### src/design/mlfq_pkg.sv
package mlfq_pkg;

  localparam int LEVELS_DEF = 4;
  localparam int MAX_THREADS_DEF = 16;
  localparam int ID_W = 4;
  localparam int ID_SPACE = 16;
  localparam int PERIOD_W = 16;
  localparam logic [PERIOD_W-1:0] PERIOD_RESET = 16'd100;

  localparam logic [1:0] OP_ENQ = 2'd0;
  localparam logic [1:0] OP_EXPIRE = 2'd1;
  localparam logic [1:0] OP_BLOCK = 2'd2;
  localparam logic [1:0] OP_EXIT = 2'd3;

  localparam logic [1:0] ST_OK = 2'd0;
  localparam logic [1:0] ST_FULL = 2'd1;
  localparam logic [1:0] ST_NONE = 2'd2;

  typedef struct packed {
    logic [1:0] op;
    logic [ID_W-1:0] tid;
  } cmd_t;

endpackage

### src/design/mlfq_front.sv
module mlfq_front (
  input  logic clk,
  input  logic rst,
  input  logic push,
  output logic full,
  input  logic [1:0] op,
  input  logic [mlfq_pkg::ID_W-1:0] thread_id,
  output logic cmd_valid,
  output mlfq_pkg::cmd_t cmd,
  input  logic cmd_take
);

  // two-entry command queue between intake and execution
  mlfq_pkg::cmd_t q [2];
  logic rd_ptr, wr_ptr;
  logic [1:0] cnt;

  assign full = (cnt == 2'd2);
  assign cmd_valid = (cnt != 2'd0);
  assign cmd = q[rd_ptr];

  always_ff @(posedge clk) begin
    if (push && !full) begin
      q[wr_ptr] <= '{op: op, tid: thread_id};
    end
    if (rst) begin
      rd_ptr <= 1'b0;
      wr_ptr <= 1'b0;
      cnt <= 2'd0;
    end else begin
      if (push && !full) wr_ptr <= ~wr_ptr;
      if (cmd_take && cmd_valid) rd_ptr <= ~rd_ptr;
      cnt <= cnt + 2'(push && !full) - 2'(cmd_take && cmd_valid);
    end
  end

  a_cnt: assert property (@(posedge clk) disable iff (rst) cnt != 2'd3)
    else $error("queue count overflow");
  a_full: assert property (@(posedge clk) disable iff (rst) full |-> cmd_valid)
    else $error("full queue must offer a command");
  a_hold: assert property (@(posedge clk) disable iff (rst)
    (cmd_valid && !cmd_take) |=> (cmd_valid && $stable(cmd)))
    else $error("waiting command changed");

endmodule

### src/design/mlfq_back.sv
module mlfq_back #(
  parameter int LEVELS = mlfq_pkg::LEVELS_DEF,
  parameter int MAX_THREADS = mlfq_pkg::MAX_THREADS_DEF
) (
  input  logic clk,
  input  logic rst,
  input  logic cfg_we,
  input  logic [mlfq_pkg::PERIOD_W-1:0] cfg_data,
  input  logic cmd_valid,
  input  mlfq_pkg::cmd_t cmd,
  output logic cmd_take,
  output logic empty,
  input  logic pop,
  output logic [mlfq_pkg::ID_W-1:0] running_id,
  output logic running_valid,
  output logic [1:0] status,
  output logic aged
);

  localparam int LW = (LEVELS > 1) ? $clog2(LEVELS) : 1;
  localparam int PW = (MAX_THREADS > 1) ? $clog2(MAX_THREADS) : 1;
  localparam int CW = $clog2(MAX_THREADS + 1);
  localparam int AW = $clog2(LEVELS * MAX_THREADS);
  localparam int IDW = mlfq_pkg::ID_W;

  localparam logic [2:0] S_IDLE = 3'd0;
  localparam logic [2:0] S_DISP = 3'd1;
  localparam logic [2:0] S_RDH = 3'd2;
  localparam logic [2:0] S_AGE = 3'd3;
  localparam logic [2:0] S_AGEW = 3'd4;
  localparam logic [2:0] S_OUT = 3'd5;

  logic [IDW-1:0] mem [LEVELS*MAX_THREADS];
  logic [IDW-1:0] rdata;
  logic [AW-1:0] raddr;

  logic [PW-1:0] head [LEVELS];
  logic [CW-1:0] count [LEVELS];
  logic [LW-1:0] tlev [mlfq_pkg::ID_SPACE];
  logic [IDW-1:0] cur;
  logic cur_v;
  logic [mlfq_pkg::PERIOD_W-1:0] dcount, period;
  logic [2:0] state;
  logic [1:0] st_r;
  logic aged_r, out_full;
  logic [1:0] op_r;
  logic [LW-1:0] sel_lv, age_lv;
  // dispatch scan found a level
  logic took;

  // write port
  logic we;
  logic [LW-1:0] wlv;
  logic [IDW-1:0] wid;

  function automatic logic [AW-1:0] addr_of(logic [LW-1:0] lv, logic [PW-1:0] pos);
    return AW'(lv) * AW'(MAX_THREADS) + AW'(pos);
  endfunction

  function automatic logic [PW-1:0] wrap(logic [PW:0] v);
    logic [PW:0] m;
    m = (v >= (PW+1)'(MAX_THREADS)) ? v - (PW+1)'(MAX_THREADS) : v;
    return m[PW-1:0];
  endfunction

  // best non-empty level
  logic found;
  logic [LW-1:0] best;
  always_comb begin
    found = 1'b0;
    best = '0;
    for (int i = LEVELS - 1; i >= 0; i--) begin
      if (count[i] != '0) begin
        found = 1'b1;
        best = LW'(i);
      end
    end
  end

  logic [LW-1:0] exp_lv;
  logic l0_room, exp_room;
  assign exp_lv = (tlev[cur] == LW'(LEVELS - 1)) ? tlev[cur] : tlev[cur] + 1'b1;
  assign l0_room = count[0] < CW'(MAX_THREADS);
  assign exp_room = count[exp_lv] < CW'(MAX_THREADS);

  assign cmd_take = (state == S_IDLE) && cmd_valid;
  assign empty = !out_full;

  always_ff @(posedge clk) begin
    if (we) mem[addr_of(wlv, wrap({1'b0, head[wlv]} + (PW+1)'(count[wlv])))] <= wid;
    rdata <= mem[raddr];
  end

  always_comb begin
    we = 1'b0;
    wlv = '0;
    wid = cmd.tid;
    raddr = addr_of(best, head[best]);
    unique case (state)
      S_IDLE: begin
        if (cmd_take && cmd.op == mlfq_pkg::OP_ENQ && l0_room) we = 1'b1;
        else if (cmd_take && cmd.op == mlfq_pkg::OP_EXPIRE && cur_v && exp_room) begin
          we = 1'b1;
          wlv = exp_lv;
          wid = cur;
        end
      end
      S_DISP: raddr = addr_of(best, head[best]);
      S_AGE: raddr = addr_of(age_lv, head[age_lv]);
      S_AGEW: begin
        we = 1'b1;
        wid = rdata;
      end
      default: ;
    endcase
  end

  always_ff @(posedge clk) begin
    if (rst) begin
      state <= S_IDLE;
      for (int i = 0; i < LEVELS; i++) begin
        head[i] <= '0;
        count[i] <= '0;
      end
      for (int i = 0; i < mlfq_pkg::ID_SPACE; i++) tlev[i] <= '0;
      cur <= '0;
      cur_v <= 1'b1;
      dcount <= '0;
      period <= mlfq_pkg::PERIOD_RESET;
      out_full <= 1'b0;
      st_r <= mlfq_pkg::ST_OK;
      aged_r <= 1'b0;
      op_r <= mlfq_pkg::OP_ENQ;
      sel_lv <= '0;
      age_lv <= '0;
      took <= 1'b0;
      running_id <= '0;
      running_valid <= 1'b0;
      status <= mlfq_pkg::ST_OK;
      aged <= 1'b0;
    end else begin
      if (cfg_we) period <= cfg_data;
      if (state == S_OUT && (!out_full || pop)) out_full <= 1'b1;
      else if (pop && out_full) out_full <= 1'b0;
      unique case (state)
        S_IDLE: begin
          if (cmd_take) begin
            op_r <= cmd.op;
            aged_r <= 1'b0;
            if (cmd.op == mlfq_pkg::OP_ENQ) begin
              if (l0_room) begin
                count[0] <= count[0] + 1'b1;
                tlev[cmd.tid] <= '0;
                st_r <= mlfq_pkg::ST_OK;
              end else st_r <= mlfq_pkg::ST_FULL;
              state <= S_OUT;
            end else begin
              if (cmd.op == mlfq_pkg::OP_EXPIRE && cur_v) begin
                if (exp_room) begin
                  count[exp_lv] <= count[exp_lv] + 1'b1;
                  tlev[cur] <= exp_lv;
                  st_r <= mlfq_pkg::ST_OK;
                end else st_r <= mlfq_pkg::ST_FULL;
              end else st_r <= mlfq_pkg::ST_OK;
              state <= S_DISP;
            end
          end
        end
        S_DISP: begin
          sel_lv <= best;
          took <= found;
          if (found) begin
            head[best] <= wrap({1'b0, head[best]} + 1'b1);
            count[best] <= count[best] - 1'b1;
          end else begin
            cur_v <= 1'b0;
            cur <= '0;
            if (st_r == mlfq_pkg::ST_OK) st_r <= mlfq_pkg::ST_NONE;
          end
          state <= S_RDH;
        end
        S_RDH: begin
          if (took) begin
            cur <= rdata;
            cur_v <= 1'b1;
            tlev[rdata] <= sel_lv;
          end
          if (op_r != mlfq_pkg::OP_EXIT &&
              dcount + 1'b1 >= period) begin
            dcount <= '0;
            aged_r <= 1'b1;
            age_lv <= LW'(1);
            state <= S_AGE;
          end else begin
            if (op_r != mlfq_pkg::OP_EXIT) dcount <= dcount + 1'b1;
            state <= S_OUT;
          end
        end
        S_AGE: begin
          if (age_lv == LW'(0) || !l0_room) state <= S_OUT;
          else if (count[age_lv] == '0) begin
            if (age_lv == LW'(LEVELS - 1)) state <= S_OUT;
            else age_lv <= age_lv + 1'b1;
          end else begin
            head[age_lv] <= wrap({1'b0, head[age_lv]} + 1'b1);
            count[age_lv] <= count[age_lv] - 1'b1;
            state <= S_AGEW;
          end
        end
        S_AGEW: begin
          count[0] <= count[0] + 1'b1;
          tlev[rdata] <= '0;
          state <= S_AGE;
        end
        S_OUT: begin
          if (!out_full || pop) begin
            running_id <= cur_v ? cur : '0;
            running_valid <= cur_v;
            status <= st_r;
            aged <= aged_r;
            state <= S_IDLE;
          end
        end
        default: state <= S_IDLE;
      endcase
    end
  end

  a_rdh: assert property (@(posedge clk) disable iff (rst)
    state == S_DISP |=> state == S_RDH) else $error("dispatch must read head");
  a_out: assert property (@(posedge clk) disable iff (rst)
    (state == S_OUT && (!out_full || pop)) |=> !empty) else $error("result lost");
  a_cnt: assert property (@(posedge clk) disable iff (rst)
    count[0] <= CW'(MAX_THREADS)) else $error("level 0 overfill");

endmodule

### src/design/multilevel_feedback_scheduler.sv
// an enqueue goes from take straight to the result write; an expiry, block or exit passes
// through the level scan and the head read first, and after the head read an aging pass
// moves threads one at a time through an age state and an age-write state, level by level;
// the back end takes a new command only once it has written the result of the last one
// a result that is not popped holds the back end in its output state
// synchronous reset: all levels empty, thread 0 running, aging period 100
module multilevel_feedback_scheduler #(
  parameter int LEVELS = mlfq_pkg::LEVELS_DEF,
  parameter int MAX_THREADS = mlfq_pkg::MAX_THREADS_DEF
) (
  input  logic clk,
  input  logic rst,
  input  logic push,
  output logic full,
  input  logic [1:0] op,
  input  logic [mlfq_pkg::ID_W-1:0] thread_id,
  input  logic cfg_we,
  input  logic [mlfq_pkg::PERIOD_W-1:0] cfg_data,
  output logic empty,
  input  logic pop,
  output logic [mlfq_pkg::ID_W-1:0] running_id,
  output logic running_valid,
  output logic [1:0] status,
  output logic aged
);

  logic cmd_valid, cmd_take;
  mlfq_pkg::cmd_t cmd;

  mlfq_front u_front (
    .clk(clk), .rst(rst), .push(push), .full(full), .op(op), .thread_id(thread_id),
    .cmd_valid(cmd_valid), .cmd(cmd), .cmd_take(cmd_take)
  );

  mlfq_back #(.LEVELS(LEVELS), .MAX_THREADS(MAX_THREADS)) u_back (
    .clk(clk), .rst(rst), .cfg_we(cfg_we), .cfg_data(cfg_data),
    .cmd_valid(cmd_valid), .cmd(cmd), .cmd_take(cmd_take),
    .empty(empty), .pop(pop), .running_id(running_id),
    .running_valid(running_valid), .status(status), .aged(aged)
  );

endmodule

### config.mk
export PLATFORM = sky130hd
export DESIGN_NAME = multilevel_feedback_scheduler
export DESIGN_NICKNAME = d
export VERILOG_FILES = /design/src/design/mlfq_pkg.sv /design/src/design/mlfq_front.sv /design/src/design/mlfq_back.sv /design/src/design/multilevel_feedback_scheduler.sv
export SDC_FILE = /design/constraint.sdc
export NUM_CORES = 1
export LEC_CHECK = 0
export ABC_CLOCK_PERIOD_IN_PS = 6600
export BUFFER_PORTS_ARGS = -buffer_cell sky130_fd_sc_hd__buf_2
export CORE_AREA = 3 3 140 244
export CTS_CLUSTER_SIZE = 20
export DETAILED_ROUTE_END_ITERATION = 10
export DIE_AREA = 0 0 143 247
export HOLD_SLACK_MARGIN = 0.08
export PLACE_DENSITY_LB_ADDON = 0.15
export SLEW_MARGIN = 20
export SYNTH_ARGS = -nofsm -noshare
export SYNTH_HDL_FRONTEND = slang
export SYNTH_SLANG_ARGS = --single-unit
### constraint.sdc
create_clock -name clk -period 6.6 [get_ports clk]
set_input_delay 0 -clock clk [delete_from_list [all_inputs] [get_ports clk]]
set_output_delay 0 -clock clk [all_outputs]
set_load 0.05 [all_outputs]
======== After elaboration in Yosys (flattened, before gate mapping) ========
Memories as Yosys holds them, arrays and structs flattened. A register that Yosys moved wholly into a read port is not among the register bits.
Index checks and enable logic that the tools add are counted.
storage, ports and cells
  memories ................................ 5
  memory bits (writable) .................. 336
  register bits ........................... 63
  input port bits ......................... 27
operators by class
  bitwise gates (word level) .............. 5
  magnitude comparators ................... 6
  multiplexer cells ....................... 127
  $add $sub $neg .......................... 18
  reductions and logical operators ........ 49
  eq/ne operators ......................... 20
memories
  memory        depth  width  rd ports  clocked after Yosys merged registers in  write ports  line              RTL
  u_back.mem    64     4      1         1                                        1            mlfq_back.sv:33   logic [IDW-1:0] mem [LEVELS*MAX_THREADS];
  u_back.tlev   16     2      1         1                                        16           mlfq_back.sv:39   logic [LW-1:0] tlev [mlfq_pkg::ID_SPACE];
  u_back.count  4      5      8         1                                        4            mlfq_back.sv:38   logic [CW-1:0] count [LEVELS];
  u_back.head   4      4      3         1                                        4            mlfq_back.sv:37   logic [PW-1:0] head [LEVELS];
  u_front.q     2      6      1         1                                        1            mlfq_front.sv:14  mlfq_pkg::cmd_t q [2];
operator list
  operator                                                                 number
  1-bit two-way mux                                                        60
  4-bit two-way mux                                                        15
  2-bit two-way mux                                                        29
  16-bit two-way mux                                                       2
  5-bit two-way mux                                                        5
  3-bit two-way mux                                                        7
  5-bit nonzero test                                                       4
  6-bit by 4-bit adder with 6-bit output                                   3
  3-bit case mux with 6 select lines                                       1
  16-bit by 1-bit adder with 16-bit output, second input constant          1
  16-bit greater-or-equal comparator                                       1
  4-bit case mux with 2 select lines                                       2
  5-bit greater-or-equal comparator, second input constant                 3
  5-bit OR reduction                                                       3
  2-bit nonzero test                                                       7
  1-bit logical AND                                                        12
  4-bit by 1-bit subtractor with 4-bit output, second input constant       3
  4-bit by 1-bit adder with 5-bit output, second input constant            2
  5-bit by 1-bit adder with 5-bit output, second input constant            2
  5-bit < comparator, second input constant                                2
  2-bit by 1-bit inequality test with 1-bit output, second input constant  5
  2-bit inequality test, second input constant                             5
  5-bit by 1-bit subtractor with 5-bit output, second input constant       2
  3-bit AND reduction                                                      3
  25 further kinds                                                         46

======== Longest topological paths before layout ========
An unclocked memory read counts as a cell.
  depth after elaboration ................. 15
  mapped depth ............................ 18
  gate-level depth less buffers ........... 16

======== Cells and area by module ========
From an unflattened synthesis, not the netlist that was laid out.
second synthesis, totals
  cell total of the unflattened synthesis .. 1682
  area total of the unflattened synthesis .. 19685.1 um^2
by module, submodules not included
  module      cells each  instances  area an instance (um^2)
  mlfq_back   1636        1          19015.7
  mlfq_front  46          1          669.4

======== Worst setup path before layout ========
No wires, ideal clock.
  path type ............................... reg-to-reg
  from .................................... register with a tool-made name
  to ...................................... memory u_back.mem[0][0] (netlist bit), data pin
  arrival time ............................ 4351 ps
  path slack .............................. 1682 ps
  stages on the path, launching flop included .. 11
  cell sequence ........................... dfxtp_1 buf_4 mux4_2 o21bai_1 a211o_1 a211o_2 a21oi_2 buf_6 clkbuf_1 a21oi_1 o221ai_1
RTL lines
  element           line
  end: declaration  mlfq_back.sv:33

==> results.toml <==
[die]
initial_core_util_pct = 59.8
die_area_um2 = 35300
core_um2 = 32300
dieWidth_um = 143
die_h_um = 247
rows = 87
ios = 37

[route]
viasPerCell = 6.46
routed-via-count = 14449
first_pass_iters = 6
drt_wl_total_um = 54800
remaining_drc_errors = 0
wl_per_cell_um = 24.5
ant_nets = 0
dr.first_iter.drc_count = 1423

[synth]
postSynthAreaPerCell_um2 = 11.0
ys.flop_type = "edfxtp_1"
ys_types = 76
postSynthCellCount = 1759
synth_area_leaders = "edfxtp_1 52%, dfxtp_1 7.7%, nand2_1 5.4%"
ys_async_sr_fraction_pct = 0
synth_seq_cells = 410
synth_warnings = 0
synth.most_common_cell = "edfxtp_1"
yosys-top-cells-count = "336 x edfxtp_1, 280 x nand2_1, 224 x nor2_1"
seq_area_frac_synth_pct = 59.8
syn_area_um2 = 19300
yosysTopAreaCellShare_pct = 52.2
yosys.area.top_type = "edfxtp_1"
synth_fp_nets = 1818
synth_edf_count = 336

[global_route]
grt_pass1_wl_um = 83800
track_usage_pct = 31.4
grt_antenna_before_repair = 0
grt_pass1_vias = 14733
overflow = 0
grt_max_degree = 99

[worst_setup_path]
crit_path_max_fanout = 10
path_class = "reg2reg"
worstSetupEndpointType = "flop"
critPathRequiredTime_ns = 6.81
startpoint_type = "flop"
crit_arrival_ns = 5.91

[sta]
fin_crit_ns = 5.70
fmax_mhz = 175
slew_violations = 0
finClkSkew_ns = 0.0198
finalSetupViolations = 0
slew_headroom_pct = 28.7
worst_slew_pin_slew_ns = 1.06
final_min_period_over_clock_period_pct = 86.3
rsz0062_at_grt = "no"
setup_tns_ns = 0
finalHoldViolCount = 0

[clock_tree]
cts_buffers = 36
clockBufferDepth = 3
clk_pin_slew_ns = 0.07
cts_tree = "built"
cts_root_buf = "clkbuf_16"
clk_latency_ns = 0.55
cts_num_sinks = 410
ctsHtreeMaxLevel = 2
cts_setup_buffers = 0

[placement]
gp_congestion = 0.999
numPortBuffers = 36
dpl_cell_area_um2 = 19800
hpwl_um = 38000

[worst_hold_path]
hold_path.class = "in2reg"

[cells_and_area]
fin_nets = 1869
final_area_um2 = 21600
antenna-diode-count = 0
drive_above_1_share_pct = 8.66
area_growth_pct = 11.6
seq_area_um2 = 11600
multi_input_comb_area_um2 = 7200
fillers = 2456

[power_and_ir_drop]
power_leakage_nw = 7.51
p_per_area_nw_per_um2 = 380
vdd_ir_drop_max_uv = 307
finalPower_mw = 8.20

[run]
drv_cap = 0

[run_status]
outcome = "finished, final reports clean"
## registers in the layout (all words and copies together) (netlist names), 2 cells and up, named ones only
name,flops
u_back.running_id,4
u_back.status,2
u_back.count,20
u_front.cnt,2
u_back.period,16
u_back.tlev,32
u_back.cur,4
u_back.state,3
u_back.sel_lv,2
u_back.rdata,4
u_back.age_lv,2
u_back.dcount,16
u_back.head,16
u_back.mem,256
u_front.q,12
u_back.st_r,2
u_back.op_r,2
## what timing repair did
action	CTS	global route
hold buffers	59	0
gates resized for setup	0	0
hold endpoints to repair	82	0
## final cells by class
type                       count  share of cell area (%)
clock buffer                  46                    4.59
clock inverter                19                   0.759
inverter                      60                    1.04
multi-input combinational   1188                    33.4
sequential                   410                    53.6
tap                          400                    2.32
timing repair buffer         114                    4.35
## final timing paths
check	start	end	slack, ns	depth (start not counted)
setup / recovery	flop	u_back.mem[53][3]	0.90	15
hold / removal	thread_id[3]	u_front.q[0][3]	0.20	2
setup reg to reg	flop	u_back.mem[53][3]	0.90	15
hold reg to reg	u_back.aged	u_back.aged	0.45	2
## power breakdown
part | switching, mW | leakage, nW | internal, mW | total [mW]
combinational | 1.79 | 3.22 | 0.665 | 2.45
clock | 0.945 | 0.565 | 1.15 | 2.10
sequential | 0.213 | 3.73 | 3.44 | 3.65
total | 2.94 | 7.51 | 5.26 | 8.20
## layout by cell type (no fill, tap or decap), types with 17 or more instances in the layout
master	count
a21o_1	17
nand2_1	280
nor2_1	223
dlygate4sd3_1	59
o21ai_1	20
o22ai_1	24
a32o_1	37
xor2_1	19
o21ai_0	25
inv_1	58
clkbuf_16	38
ha_1	31
a21oi_1	134
mux2i_1	28
edfxtp_1	336
xnor2_1	23
nor3_1	24
buf_2	36
buf_4	17
mux4_2	20
nand3_1	57
dfxtp_1	74
## critical path: stages, from the launching register on
cell	delay (ns)
dfxtp_1	0.66
mux4_2	0.61
and3_1	0.21
a211o_1	0.24
a211o_2	0.40
a21oi_2	0.40
buf_4	0.24
nor2_1	0.05
a221oi_1	0.41
ha_1	0.31
a21o_1	0.16
a21oi_1	0.39
xor2_2	0.40
xor2_1	0.25
nand3_1	0.28
nor2_1	0.35
## cells by family after synthesis
family | Yosys count | synth area share [%]
AND/OR/NAND/NOR | 674 | 15.0
XOR/XNOR | 43 | 1.99
flip-flops | 410 | 59.8
AO/OA/AOI/OAI | 388 | 13.7
multiplexers | 51 | 3.97
buffers and inverters | 161 | 3.40
adder cells (fa/ha/maj) | 32 | 2.11
## per-stage QoR
step / hold WS [ns] / cells / utilization [%] / worst slack, ns
2_1_floorplan: 0.0989 / 1759 / - / 1.68
3_5_place_dp: 0.196 / 2113 / 61.4 / 0.972
4_1_cts: 0.175 / 2237 / 66.8 / 0.920
3_3_place_gp: 0.190 / 2113 / 61.4 / 1.07
6_report: 0.204 / 2237 / 66.8 / 0.902
5_1_grt: 0.194 / 2237 / 66.8 / 0.508
## layer usage
metal / global-route usage, % / part of all wire, % / wire [µm]
met1: 32.9 / 33 / 18200
met2: 58.2 / 54 / 29600
met3: 4.18 / 4.8 / 2640
met4: 19.3 / 7.9 / 4320
met5: 0 / 0 / 0
Power figures use the tool's default switching activity.
